==> config.mk <==
export PLATFORM = sky130hd
export DESIGN_NAME = rapq_regs
export DESIGN_NICKNAME = d
export VERILOG_FILES = /design/src/hdl/assert_macros.svh /design/src/hdl/rapq_pkg.sv /design/src/hdl/rapq_regs.sv
export SDC_FILE = /design/constraint.sdc
export NUM_CORES = 1
export LEC_CHECK = 0
export ABC_AREA = 1
export BUFFER_PORTS_ARGS = -buffer_cell sky130_fd_sc_hd__clkbuf_2
export CELL_PAD_IN_SITES_DETAIL_PLACEMENT = 0
export CELL_PAD_IN_SITES_GLOBAL_PLACEMENT = 1
export CORE_MARGIN = 2
export CORE_UTILIZATION = 21
export CTS_CLUSTER_SIZE = 20
export DETAILED_ROUTE_END_ITERATION = 10
export PLACE_DENSITY = 0.86
export SLEW_MARGIN = 20
export SYNTH_ARGS = -nofsm -noshare
export SYNTH_HDL_FRONTEND = slang
export SYNTH_SLANG_ARGS = --single-unit
export TNS_END_PERCENT = 1
==> constraint.sdc <==
create_clock -name clk_i -period 1.05 [get_ports clk_i]
set_clock_uncertainty 0.1 [all_clocks]
set_input_delay 0 -clock clk_i [delete_from_list [all_inputs] [get_ports clk_i]]
set_output_delay 0 -clock clk_i [all_outputs]
set_load 0.01 [all_outputs]
==> src/hdl/assert_macros.svh <==
`ifndef ASSERT_MACROS_SVH
`define ASSERT_MACROS_SVH

`ifndef SYNTHESIS
`define ASSERT_IMPL(lbl, clk, rstn, ante, cons) \
  lbl: assert property (@(posedge clk) disable iff (!rstn) (ante) |-> (cons)) \
    else $error("same-cycle implication failed");
`define ASSERT_NEXT(lbl, clk, rstn, ante, cons) \
  lbl: assert property (@(posedge clk) disable iff (!rstn) (ante) |=> (cons)) \
    else $error("next-cycle implication failed");
`else
`define ASSERT_IMPL(lbl, clk, rstn, ante, cons)
`define ASSERT_NEXT(lbl, clk, rstn, ante, cons)
`endif

`endif

==> src/hdl/rapq_pkg.sv <==
`timescale 1ns / 1ps

package rapq_pkg;

  localparam int unsigned MaxLeaves = 1024;
  localparam int unsigned NodeCount = 2 * MaxLeaves;
  localparam int unsigned LeafAw    = $clog2(MaxLeaves);
  localparam int unsigned NodeAw    = $clog2(NodeCount);
  localparam int unsigned SizeW     = LeafAw + 1;
  localparam int unsigned RangeW    = NodeAw + 1;
  localparam int unsigned LvlW      = $clog2(NodeAw);
  localparam int unsigned DataW     = 32;
  localparam int unsigned AddrW     = 3;

  localparam logic RegUsedSize = 1'b0;

  typedef enum logic [1:0] {
    FUNC_LOAD  = 2'd0,
    FUNC_QUERY = 2'd1,
    FUNC_RANGE = 2'd2
  } func_e;

  typedef enum logic [3:0] {
    ST_CLEAR,
    ST_IDLE,
    ST_QSETUP,
    ST_QNODE,
    ST_QSIB,
    ST_QLAST,
    ST_QWAIT,
    ST_QOUT,
    ST_RANGE
  } state_e;

  typedef enum logic [1:0] {
    KIND_CLR,
    KIND_SIB,
    KIND_RNG
  } kind_e;

  typedef struct packed {
    func_e             func;
    logic [LeafAw-1:0] index;
    logic [LeafAw-1:0] range_start;
    logic [SizeW-1:0]  range_end;
    logic [DataW-1:0]  amount;
  } cmd_t;

  typedef struct packed {
    logic             valid;
    logic [DataW-1:0] value;
  } res_t;

endpackage

==> src/hdl/rapq_regs.sv <==
`timescale 1ns / 1ps

module rapq_regs (
  input  logic                        clk_i,
  input  logic                        rst_ni,
  input  logic                        psel,
  input  logic                        penable,
  input  logic                        pwrite,
  input  logic [rapq_pkg::AddrW-1:0]  paddr,
  input  logic [31:0]                 pwdata,
  output logic [31:0]                 prdata,
  output logic                        pready,
  output logic [rapq_pkg::SizeW-1:0]  n_eff_o
);

  logic [rapq_pkg::SizeW-1:0] used_size_q, used_size_d;
  logic                       sel_used;

  assign sel_used = (paddr[rapq_pkg::AddrW-1] == rapq_pkg::RegUsedSize);

  always_comb begin
    used_size_d = used_size_q;
    if (psel && penable && pwrite && sel_used) begin
      used_size_d = pwdata[rapq_pkg::SizeW-1:0];
    end
  end

  always_ff @(posedge clk_i or negedge rst_ni) begin
    if (!rst_ni) begin
      used_size_q <= rapq_pkg::SizeW'(rapq_pkg::MaxLeaves);
    end else begin
      used_size_q <= used_size_d;
    end
  end

  // zero acts as one, oversize acts as full tree
  always_comb begin
    n_eff_o = used_size_q;
    if (used_size_q == '0) begin
      n_eff_o = rapq_pkg::SizeW'(1);
    end else if (used_size_q > rapq_pkg::SizeW'(rapq_pkg::MaxLeaves)) begin
      n_eff_o = rapq_pkg::SizeW'(rapq_pkg::MaxLeaves);
    end
  end

  assign prdata = sel_used ? {{(32 - rapq_pkg::SizeW){1'b0}}, used_size_q} : 32'd0;
  assign pready = 1'b1;

endmodule

# After elaboration in Yosys (flattened, before gate mapping)
# Index checks and enable logic that the tools add are counted.
word_totals:
  output_inout_bits: 44
  register_bits: 11
  wordCells: 10
op_classes:
  bitwise_logic: 1
  reduce_logical: 4
  order_cmp: 1
  mux: 3
op_table:
  columns: ["cell", "count"]
  rows:
  - ["$mux 11", 3]
  - ["$gt 11x11->1 const B", 1]
  - ["$logic_not 11->1", 1]
  - ["$logic_and 1x1->1", 3]
  - ["$not 1->1", 1]

# Longest topological paths before layout
depth:
  ltp_word: 3
  mapped_depth: 5
  depth_no_buf: 5

# Worst setup path after synthesis
# OpenSTA, ideal clock, no wires.
synth_timing:
  path_type: "register to output"
  from: "register used_size_q[2] (netlist name)"
  to: "output n_eff_o[1] (netlist name)"
  arrival_ns: 0.925
  stages_incl_launch_ff: 6
  path_slack_ns: 0.025
  path_buffers: 0
  cell_sequence: "dfrtp_1 -> nor2_1 -> nand3_1 -> nor2_2 -> nor2_4 -> nor2_1"
synth_via:
  elab_chain_len: 3
  elab_cells_between_ends: 4
synth_lines:
  columns: ["item", "line", "rtl"]
  rows:
  - ["start: declaration", "rapq_regs.sv:16", "logic [rapq_pkg::SizeW-1:0] used_size_q, used_size_d;"]
  - ["start signal: assignment", "rapq_regs.sv:30", "used_size_q <= rapq_pkg::SizeW'(rapq_pkg::MaxLeaves);"]
  - ["start signal: assignment", "rapq_regs.sv:32", "used_size_q <= used_size_d;"]
  - ["$gt 11x11->1", "rapq_regs.sv:41", "end else if (used_size_q > rapq_pkg::SizeW'(rapq_pkg::MaxLeaves)) begin"]
  - ["$mux 11", "rapq_regs.sv:41", null]
  - ["$mux 11 (*)", "rapq_regs.sv:39", "if (used_size_q == '0) begin"]
  - ["end: declaration", "rapq_regs.sv:13", "output logic [rapq_pkg::SizeW-1:0] n_eff_o"]
# Mark *: on every way between the ends. The rest lies on a longest branch, timed or not.

# Worst setup path after layout
layout_timing:
  from: "register used_size_q[7] (netlist name)"
  to: "output n_eff_o[8] (netlist name)"
# The elaborated chain is that of the path after synthesis.

==> impl_metrics.json <==
{
  "fmaxAchievable_mhz": 669,
  "rows": 21,
  "grt_pass1_wl_um": 2840,
  "ir_worst_vdd_uv": 343,
  "die_area_mm2": 0.00416,
  "period_needed_ps": 1490,
  "insertion_delay_ps": 260,
  "worstSetupPathType": "reg -> out",
  "cts_tree": "done",
  "cts-htree-levels": 1,
  "ys_warn_count": 0,
  "synthTopCellsByArea": "dfrtp_1 (33%), buf_4 (22%), nor2_1 (17%)",
  "drtPass1Iterations": 2,
  "crit_path_start": "used_size_q[7]$_DFFE_PN0P_",
  "via_per_inst": 3.66,
  "end_kind": "primary output",
  "top_regs": "used_size_q: 11 flops",
  "ios": 84,
  "synth-seq-area-share_pct": 36.0,
  "fin_ws_ps": -445,
  "synth_top_area_share_pct": 32.6,
  "gr-total-overflow": 0,
  "p_per_area_mw_per_mm2": 1310,
  "clkSinkCount": 11,
  "syn_area_um2": 768,
  "start_kind": "flop",
  "die_h_um": 64.5,
  "antenna_found_initial": 0,
  "synth_cell_types": 16,
  "period_share_pct": 142,
  "finalHoldViolations": 0,
  "drive_above_1_share_pct": 43.8,
  "cp.required_ps": 950,
  "finalNetCount": 201,
  "grt_pass1_vias": 670,
  "r2r_end": "used_size_q[10]$_DFFE_PN1P_",
  "use_met2_pct": 15.2,
  "power.total_mw": 1.51,
  "final-seq-area_um2": 277,
  "io_buffer_count": 38,
  "rsz0062_at_grt": "yes",
  "grt_use_met3_pct": 0.868,
  "die_w_um": 64.5,
  "start_util_pct": 22.5,
  "setup_viol": 15,
  "utilization_pct": 33.7,
  "clock-root-buffer": "clkbuf_4",
  "n_antenna_cell": 0,
  "clock_path_buffers": 2,
  "postLayoutCellArea_mm2": 0.00115,
  "r2r-start": "used_size_q[10]$_DFFE_PN1P_",
  "path_clk_slew_ps": 70,
  "drc": 0,
  "synthToLayoutAreaGrowth_pct": 50.0,
  "grt_max_degree": 23,
  "p_leak_nw": 0.632,
  "use_met1_pct": 10.5,
  "largest_reg_flops": 11,
  "dp_hpwl_um": 1440,
  "dp_cells": 188,
  "cp_max_fo": 4,
  "finalNonFillerCells": 206,
  "regMostFlops": "used_size_q",
  "vias": 754,
  "report.final.slew_viol_count": 0,
  "placed_area_um2": 936,
  "multiInputGateArea_um2": 372,
  "coreArea_mm2": 0.00342,
  "first_iter_violations": 3,
  "endpoint": "n_eff_o[8]",
  "wl_um": 2000,
  "nFillCells": 412,
  "cp.arrival_ps": 1390,
  "ff2ff_path_depth": 3,
  "syn_inst": 105,
  "yosys.area.top_type": "dfrtp_1",
  "gp_congestion": 0.705,
  "ys_seq_elements": 11,
  "r2r_slack_ps": 50,
  "status": "finished, violations left",
  "gr-max-usage-layer": "met2",
  "ant_nets": 0,
  "cap_violations": 0,
  "hp-class": "in -> async",
  "violations": "setup timing",
  "cts_buffers": 3,
  "syn_area_per_cell_um2": 7.32,
  "routedWlPerCell_um": 9.68,
  "track_usage_pct": 8.93
}
==> critical path: stages (launching register included) <==
cell and delay, ps:
dfrtp_1 400, nor2_2 130, nand3_2 110, nor2_4 190, nor2_2 90, nor2_1 90, clkbuf_2 140
==> layout make-up <==
class,count,share of cell area [%]
inverter,12,4.13
sequential,11,24.0
tap,46,4.99
multi-input combinational,77,32.2
clock buffer,4,2.28
timing repair buffer,56,32.4
==> Yosys cell counts <==
library cell   n
buf_2          1
dfstp_2        1
nand2_1        3
a21oi_1       11
nand3_1        2
nand4_4        1
nor2_4         1
nor2_2         1
inv_1         11
conb_1         2
inv_2          1
dfrtp_1       10
clkbuf_1       1
buf_4         23
nor2_1        35
buf_6          1
==> layout by cell type (no fill, tap or decap) <==
cell type / instances
nor2_4: 3
dfrtp_1: 10
buf_6: 4
dfstp_2: 1
buf_4: 3
conb_1: 22
buf_2: 14
clkbuf_4: 3
inv_2: 8
inv_4: 1
nor2_1: 28
clkbuf_2: 23
nand3_2: 1
nand2_1: 3
nand3_1: 1
nand4_4: 1
a21oi_2: 1
inv_1: 3
clkbuf_1: 1
dlygate4sd3_1: 12
a21oi_1: 10
nor2_2: 7
==> power by group <==
part	total [mW]	switching, mW	internal [mW]	leakage [nW]
Clock	0.280	0.134	0.147	0.0150
Combinational	0.670	0.378	0.292	0.500
Sequential	0.563	0.0543	0.509	0.117
==> worst min-delay path by stage <==
stage / endpoint / slack, ps / cells after the start
5_1_grt: used_size_q[9]$_DFFE_PN0P_ / 70 / 2
3_5_place_dp: used_size_q[9]$_DFFE_PN0P_ / -200 / 1
2_1_floorplan: used_size_q[0]$_DFFE_PN0P_ / -400 / 0
6_report: used_size_q[9]$_DFFE_PN0P_ / 60 / 2
3_3_place_gp: used_size_q[7]$_DFFE_PN0P_ / -210 / 1
4_1_cts: used_size_q[9]$_DFFE_PN0P_ / 50 / 2
==> what timing repair did <==
item                       4_1_cts  5_1_grt
hold endpoints to repair        22        0
cloned                           0        1
hold buffers                    12        0
resized for setup               11       28
pin swaps                        0        6
setup endpoints to repair       15       23
setup buffers                    0        1
==> routing by layer <==
layer,wire length (um),vias to the layer above,share of wire [%]
li1,-,385,-
met2,1080,29,54
met4,27,0,1.4
met3,92,2,4.6
met5,0,-,0
met1,799,338,40
==> metrics by stage <==
step / TNS, ps / hold slack, ps / setup WS [ps]
2_1_floorplan: 0 / -396 / 24.9
3_3_place_gp: -1100 / -210 / -151
3_5_place_dp: -1190 / -204 / -140
6_report: -4600 / 59.3 / -445
4_1_cts: -4600 / 47.4 / -442
5_1_grt: -5760 / 67.9 / -527
==> logic make-up (layout without fill, tap and decap cells) <==
kind of cell | count (synthesis) | count (layout) | share of synthesized area (%)
AND/OR/NAND/NOR | 43 | 44 | 24.9
buffers and inverters | 38 | 72 | 30.9
AO/OA/AOI/OAI | 11 | 11 | 7.17
flip-flops | 11 | 11 | 36.0
other | 2 | 22 | 0.978
No activity file was read; power rests on OpenSTA's default activity.
